## config.mk

```make
export PLATFORM = sky130hd
export DESIGN_NAME = gemm_front
export DESIGN_NICKNAME = d
export VERILOG_FILES = /design/src/rtl/gemm_pkg.sv /design/src/rtl/gemm_front.sv
export SDC_FILE = /design/constraint.sdc
export NUM_CORES = 1
export LEC_CHECK = 0
export ABC_AREA = 1
export BUFFER_PORTS_ARGS = -buffer_cell sky130_fd_sc_hd__clkbuf_2
export CAP_MARGIN = 10
export CORE_MARGIN = 2
export CORE_UTILIZATION = 45
export CTS_CLUSTER_DIAMETER = 30
export CTS_CLUSTER_SIZE = 24
export DETAILED_ROUTE_END_ITERATION = 7
export PLACE_DENSITY = 0.79
export SLEW_MARGIN = 20
export SYNTH_ARGS = -nofsm -noshare
export SYNTH_HDL_FRONTEND = slang
export SYNTH_SLANG_ARGS = --single-unit
```

## constraint.sdc

```tcl
create_clock -name clk -period 4.7 [get_ports clk]
set_clock_uncertainty 0.2 [all_clocks]
set_input_delay 0 -clock clk [delete_from_list [all_inputs] [get_ports clk]]
set_output_delay 0 -clock clk [all_outputs]
set_load 0.005 [all_outputs]
```

## src/rtl/gemm_pkg.sv

```systemverilog
// Package with the types, codes and constants shared by the matrix multiply-accumulate block.
package gemm_pkg;

  typedef enum logic [1:0] {
    FUNC_LOAD_A = 2'd0,
    FUNC_LOAD_B = 2'd1,
    FUNC_LOAD_C = 2'd2,
    FUNC_RUN    = 2'd3
  } func_t;

  typedef enum logic [2:0] {
    CFG_ROWS  = 3'd0,
    CFG_INNER = 3'd1,
    CFG_COLS  = 3'd2,
    CFG_ALPHA = 3'd3,
    CFG_BETA  = 3'd4
  } cfg_idx_t;

  localparam int unsigned CFG_IDX_W  = 3;
  localparam int unsigned CFG_DATA_W = 32;
  localparam int unsigned DIM_W      = 4;
  localparam int unsigned IDX_W      = 3;
  localparam int unsigned VAL_W      = 32;
  localparam int unsigned ACC_W      = 80;

  typedef enum logic [2:0] {
    ST_IDLE,
    ST_BETA,
    ST_ALPHA,
    ST_MAC,
    ST_EMIT
  } eng_state_t;

  // Command passed from the front end to the engine.
  typedef struct packed {
    func_t            func;
    logic [IDX_W-1:0] row;
    logic [IDX_W-1:0] col;
    logic [VAL_W-1:0] value;
  } cmd_t;

endpackage

```

## src/rtl/gemm_front.sv

```systemverilog
// Front end: accepts input beats, drops out-of-range loads and queues commands.
module gemm_front #(
  parameter int unsigned DEPTH = 2
) (
  input  logic                           clk,
  input  logic                           rst_n,
  input  logic                           in_valid,
  output logic                           in_stall,
  input  logic [1:0]                     in_func,
  input  logic [gemm_pkg::IDX_W-1:0]     in_row_index,
  input  logic [gemm_pkg::IDX_W-1:0]     in_col_index,
  input  logic signed [gemm_pkg::VAL_W-1:0] in_elem_value,
  input  logic [gemm_pkg::DIM_W-1:0]     dim_m,
  input  logic [gemm_pkg::DIM_W-1:0]     dim_k,
  input  logic [gemm_pkg::DIM_W-1:0]     dim_n,
  output logic                           q_valid,
  input  logic                           q_pop,
  output gemm_pkg::cmd_t                 q_cmd
);
  import gemm_pkg::*;

  localparam int unsigned PTR_W = (DEPTH > 1) ? $clog2(DEPTH) : 1;

  cmd_t              mem_r [DEPTH];
  logic [PTR_W-1:0]  wp_r, rp_r;
  logic [PTR_W:0]    cnt_r;
  logic              push, keep;
  func_t             f;
  logic [DIM_W-1:0]  rlim, clim;

  // A dimension register of zero behaves as one.
  function automatic logic [DIM_W-1:0] eff_dim(input logic [DIM_W-1:0] d);
    return (d == '0) ? DIM_W'(1) : d;
  endfunction

  assign f = func_t'(in_func);

  always_comb begin
    rlim = eff_dim(dim_m);
    clim = eff_dim(dim_n);
    case (f)
      FUNC_LOAD_A: clim = eff_dim(dim_k);
      FUNC_LOAD_B: rlim = eff_dim(dim_k);
      default: ;
    endcase
    keep = (f == FUNC_RUN) ||
           (({1'b0, in_row_index} < rlim) && ({1'b0, in_col_index} < clim));
  end

  assign in_stall = (cnt_r == (PTR_W+1)'(DEPTH));
  assign push     = in_valid && !in_stall && keep;
  assign q_valid  = (cnt_r != '0);
  assign q_cmd    = mem_r[rp_r];

  always_ff @(posedge clk) begin
    if (push) begin
      mem_r[wp_r] <= '{func: f, row: in_row_index, col: in_col_index,
                       value: in_elem_value};
    end
    if (!rst_n) begin
      wp_r  <= '0;
      rp_r  <= '0;
      cnt_r <= '0;
    end else begin
      if (push)
        wp_r <= (wp_r == PTR_W'(DEPTH-1)) ? '0 : wp_r + 1'b1;
      if (q_pop && q_valid)
        rp_r <= (rp_r == PTR_W'(DEPTH-1)) ? '0 : rp_r + 1'b1;
      cnt_r <= cnt_r + (PTR_W+1)'(push) - (PTR_W+1)'(q_pop && q_valid);
    end
  end
endmodule

```

* After elaboration in Yosys (flattened, before gate mapping)
Memory sizes are Yosys's and may differ from the RTL's. A register that Yosys moved wholly into a read port is not among the register bits.
Index checks and enable logic that the tools add are counted.
** Word-level totals
- Flip-flop bits (word level) :: 4
- Memory bits (writable) :: 80
- Input bits :: 56
- Output and inout bits :: 42
- Logic and storage cells :: 35
- Memories kept :: 1
** Cells by class
- Add/sub/neg operators :: 4
- Order comparisons :: 2
- Eq/ne operators :: 3
- Muxes and demuxes :: 11
- Reductions and logical operators :: 11
** Memories
- mem_r :: depth 2, width 40, rd ports 1, clocked after Yosys merged registers in 1, wr ports 1, RTL line gemm_front.sv:24 : cmd_t mem_r [DEPTH];
** Operators by type and width (count)
- $mux 4 :: 5
- $logic_not 4->1 :: 3
- $lt 3x4->1 :: 2
- $mux 1 :: 6
- $eq 2x2->1 const B :: 2
- $logic_and 1x1->1 :: 4
- $add 1x1->1 const B :: 2
- $add 2x1->2 :: 1
- $eq 2x1->1 const B :: 1
- $logic_not 2->1 :: 1
- $reduce_bool 2->1 :: 1
- $sub 2x1->2 :: 1
- $logic_not 1->1 :: 1
- $logic_or 1x1->1 :: 1

* Longest topological paths before layout
- Depth in word-level cells :: 9
- Mapped depth :: 18
- Gate-level depth less buffers :: 18

* Least setup slack after synthesis
No wires, ideal clock.
- Kind :: input to register
- Start point :: input in_func[1]
- End point :: memory mem_r[0][0] (netlist bit), enable pin
- Setup time :: 437 ps
- Arrival :: 2677 ps
- Required time :: 4063 ps
- Setup slack :: 1386 ps
- Stages on the path :: 10
- Path buffers :: 0
- Cell sequence :: nor2_2 > nand2_1 > o21ai_0 > ha_1 > and3_1 > nand2_1 > nand3_2 > nand2_2 > nand2_2 > nor2_1
** On the way
- Cells in the longest elaborated chain, start to end :: 8
- Elaborated cells on any way between the ends :: 12
- Those cells by class :: order compare (2); eq/ne (2); mux (4); reduce/logical (4)
** RTL lines
- start: declaration :: RTL line gemm_front.sv:9 : input logic [1:0] in_func,
- $eq 2x1->1 or $logic_not 2->1 (tied branches)
- $mux 4 :: RTL line gemm_front.sv:41 : case (f)
- $lt 3x4->1 :: RTL line gemm_front.sv:47 : (({1'b0, in_row_index} < rlim) && ({1'b0, in_col_index} < clim));
- $logic_and 1x1->1 :: RTL line gemm_front.sv:47
- $logic_or 1x1->1 (*) :: RTL line gemm_front.sv:46 : keep = (f == FUNC_RUN) ||
- $logic_and 1x1->1 (*) :: RTL line gemm_front.sv:51 : assign push = in_valid && !in_stall && keep;
- $mux 1 (*) :: RTL line gemm_front.sv:56 : if (push) begin
- $mux 1 (not written as such) (*) :: RTL line gemm_front.sv:57 : mem_r[wp_r] <= '{func: f, row: in_row_index, col: in_col_index,
- end: declaration :: RTL line gemm_front.sv:24
Mark *: on every way between the ends. The rest lies on a longest branch, timed or not.

* Worst setup path after layout
- Start point :: input in_func[1]
- End point :: memory mem_r[1][34] (netlist bit), enable pin
Same word-level chain as after synthesis.

==> impl_metrics.env <==
export IMPL_status="finished clean"
export IMPL_yosysTopAreaCell="edfxtp_1"
export IMPL_clock_sinks=85
export IMPL_grt_overflow=0
export IMPL_clockBufferDepth=2
export IMPL_die_w_um=90.8
export IMPL_critical_path_most_common_cell="nand2_1"
export IMPL_post_cts_setup_buffer_count=0
export IMPL_synthCells=212
export IMPL_grt_max_degree=41
export IMPL_path_max_fanout=26
export IMPL_p_switching_mw=0.529
export IMPL_nets=424
export IMPL_via_per_inst=4.65
export IMPL_seq_area_frac_synth_pct=73.8
export IMPL_min_delay_start="dim_m[3]"
export IMPL_max_slew_margin_pct=33.6
export IMPL_yosys_warnings=0
export IMPL_hold_violations=0
export IMPL_path_class="in -> reg"
export IMPL_tightestPinTransition_ns=0.995
export IMPL_worstPathArrival_ns=3.00
export IMPL_rr_startpoint="cnt_r[1]"
export IMPL_hpwl_um=4220
export IMPL_grt_pass1_wl_um=10500
export IMPL_critPathLaunch="in_func[1]"
export IMPL_synth_cell_types=18
export IMPL_internal_power_mw=1.47
export IMPL_gp_congestion=0.810
export IMPL_syn_avg_cell_area_um2=16.0
export IMPL_port_buffers=97
export IMPL_cp_slowest_cell="inv_1"
export IMPL_rsz0062_at_grt="no"
export IMPL_dr_pass1_iters=7
export IMPL_synth_seq_cells=85
export IMPL_synth_fp_nets=274
export IMPL_slowest_delay_ns=0.74
export IMPL_postRouteAntennaNets=0
export IMPL_syn_to_final_growth_pct=37.5
export IMPL_via_count=2169
export IMPL_ir_worst_vdd_mv=0.162
export IMPL_wl_met1_um=2710
export IMPL_synth_area_um2=3390
export IMPL_period_share_pct=67.4
export IMPL_worstHoldPathType="in -> reg"
export IMPL_antenna_cells=0
export IMPL_ios=98
export IMPL_grt_pass1_vias=2223
export IMPL_clkTransAtPathRegs_ns=0.07
export IMPL_setup_viol=0
export IMPL_dieArea_um2=8240
export IMPL_drive_gt1_share_pct=44.7
export IMPL_path_cells="dlygate4sd3_1, clkbuf_2, nor2_2, nand2_1, o21ai_0, ha_1, and3_1, nand2_1, nand3_2, nand2_2, nand3_1, inv_1, buf_4"
export IMPL_p_per_area_nw_per_um2=429
export IMPL_clk_latency_ns=0.34
export IMPL_fin_crit_ns=3.17
export IMPL_synth_async_sr_flop_share_pct=0
export IMPL_pwr_share_seq_pct=50.9
export IMPL_wl_per_cell_um=13.8
export IMPL_clock_root_buffer="clkbuf_8"
export IMPL_synth_ff_type="edfxtp_1"
export IMPL_slew_viol_final=0
export IMPL_numCtsBuffers=9
export IMPL_whs_ns=0.184
export IMPL_grt_antenna_before_repair=0
export IMPL_drt_iter0_drc=56
export IMPL_cap_viol_max_count=0
export IMPL_grtUsageTotal_pct=16.5
export IMPL_cp_end_kind="register"
export IMPL_drcViolationCount=0
export IMPL_fp_dieH_um=90.8
export IMPL_synth_area_top_cells="edfxtp_1 (71%), mux2_2 (13%), dfxtp_1 (3.0%), nand2_1 (2.5%), ha_1 (2.2%)"
export IMPL_clock_power_share_pct=24.9
export IMPL_met2_length_um=3310
export IMPL_synth_edff_count=80
export IMPL_htree_num_levels=3
export IMPL_met3WireLength_um=310
export IMPL_tns_ns=0
export IMPL_layout_cells_most_common="clkbuf_2"
export IMPL_netlist_area_leader_share_pct=70.9
export IMPL_core_um2=7290
export IMPL_rows=31
export IMPL_p_leak_nw=1.90
export IMPL_routed_top_layer="met4"
export IMPL_wirelength_um=6450
export IMPL_p_comb_share_pct=24.3
export IMPL_initial_core_util_pct=46.5
export IMPL_cp_start_kind="input pin"
export IMPL_swShare_pct=26.5
export IMPL_mostFrequentLayoutCells="clkbuf_2 (97), edfxtp_1 (80), dlygate4sd3_1 (44)"
export IMPL_cts_tree="built"
export IMPL_critPathRequiredTime_ns=4.53
export IMPL_timing_fmax_ghz=0.316
[per-layer routing]
metal	up-vias	global-route usage (%)
met4	0	7.20
met3	10	3.59
li1	1076	-
met1	1015	19.9
met2	68	28.5
met5	-	0
[final timing paths]
path / endpoint / slack (ns) / cells past startpoint
max reg2reg: mem_r[1][34] / 2.24 / 6
max: mem_r[1][34] / 1.53 / 13
min: wp_r / 0.18 / 10
min reg2reg: register / 0.25 / 1
[layout make-up]
class / instances / area [µm²]
inverter: 18 / 67.6
multi-input combinational: 105 / 807
timing repair buffer: 143 / 961
sequential: 85 / 2500
clock inverter: 6 / 70.1
fill: 546 / 2630
clock buffer: 10 / 128
tap: 99 / 124
[what timing repair did]
item / in CTS / in global routing
hold buffers: 44 / 0
hold endpoints to repair: 85 / 0
gates resized for setup: 0 / 0
[cell families (layout without fill, tap and decap cells)]
| kind of cell | after synthesis | in the layout | share of synthesized area (%) |
|---|---|---|---|
| AO/OA/AOI/OAI | 12 | 12 | 1.77 |
| adder cells (fa/ha/maj) | 6 | 6 | 2.21 |
| XOR/XNOR | 1 | 1 | 0.258 |
| flip-flops | 85 | 85 | 73.8 |
| AND/OR/NAND/NOR | 46 | 46 | 6.05 |
| buffers and inverters | 22 | 177 | 2.58 |
| multiplexers | 40 | 40 | 13.3 |
[through the flow]
step           util, %  area (µm²)  setup WS (ns)  cells  power, mW
6_report          63.9        4660           1.53    466       2.00
5_1_grt           63.9        4660           1.27    466       2.11
4_1_cts           63.9        4660           1.51    466       2.02
3_5_place_dp      55.2        4020           1.69    406       1.49
3_3_place_gp      54.8        4000           1.77    405       1.46
2_1_floorplan        -        3390           1.39    212       1.28
[power by group through the flow]
stage	Combinational [mW]	Clock, mW	Sequential, mW
floorplan	0.290	0	0.988
global placement	0.433	0	1.03
detailed placement	0.455	0	1.04
CTS	0.490	0.515	1.02
global route	0.534	0.541	1.03
finish	0.485	0.497	1.02
[Yosys cell counts, types with 2 or more instances]
cell	n
a21oi_1	5
and3_1	2
buf_2	4
dfxtp_1	5
edfxtp_1	80
ha_1	6
inv_1	16
inv_2	2
mux2_2	40
nand2_1	23
nand2_2	3
nand3_1	7
nor2_1	8
o21ai_0	7
[registers in the layout, indices dropped and copies added (netlist names), named ones only]
signal	count
mem_r	80
wp_r	1
cnt_r	2
rp_r	1
[critical path: cells and delay by family]
kind,cells,cell delay [ns]
adders and majority gates,1,0.25
and+or+nand+nor,7,0.82
buffers and inverters,4,1.81
AOI/OAI and AO/OA,1,0.09
No activity file was read; power rests on OpenSTA's default activity.
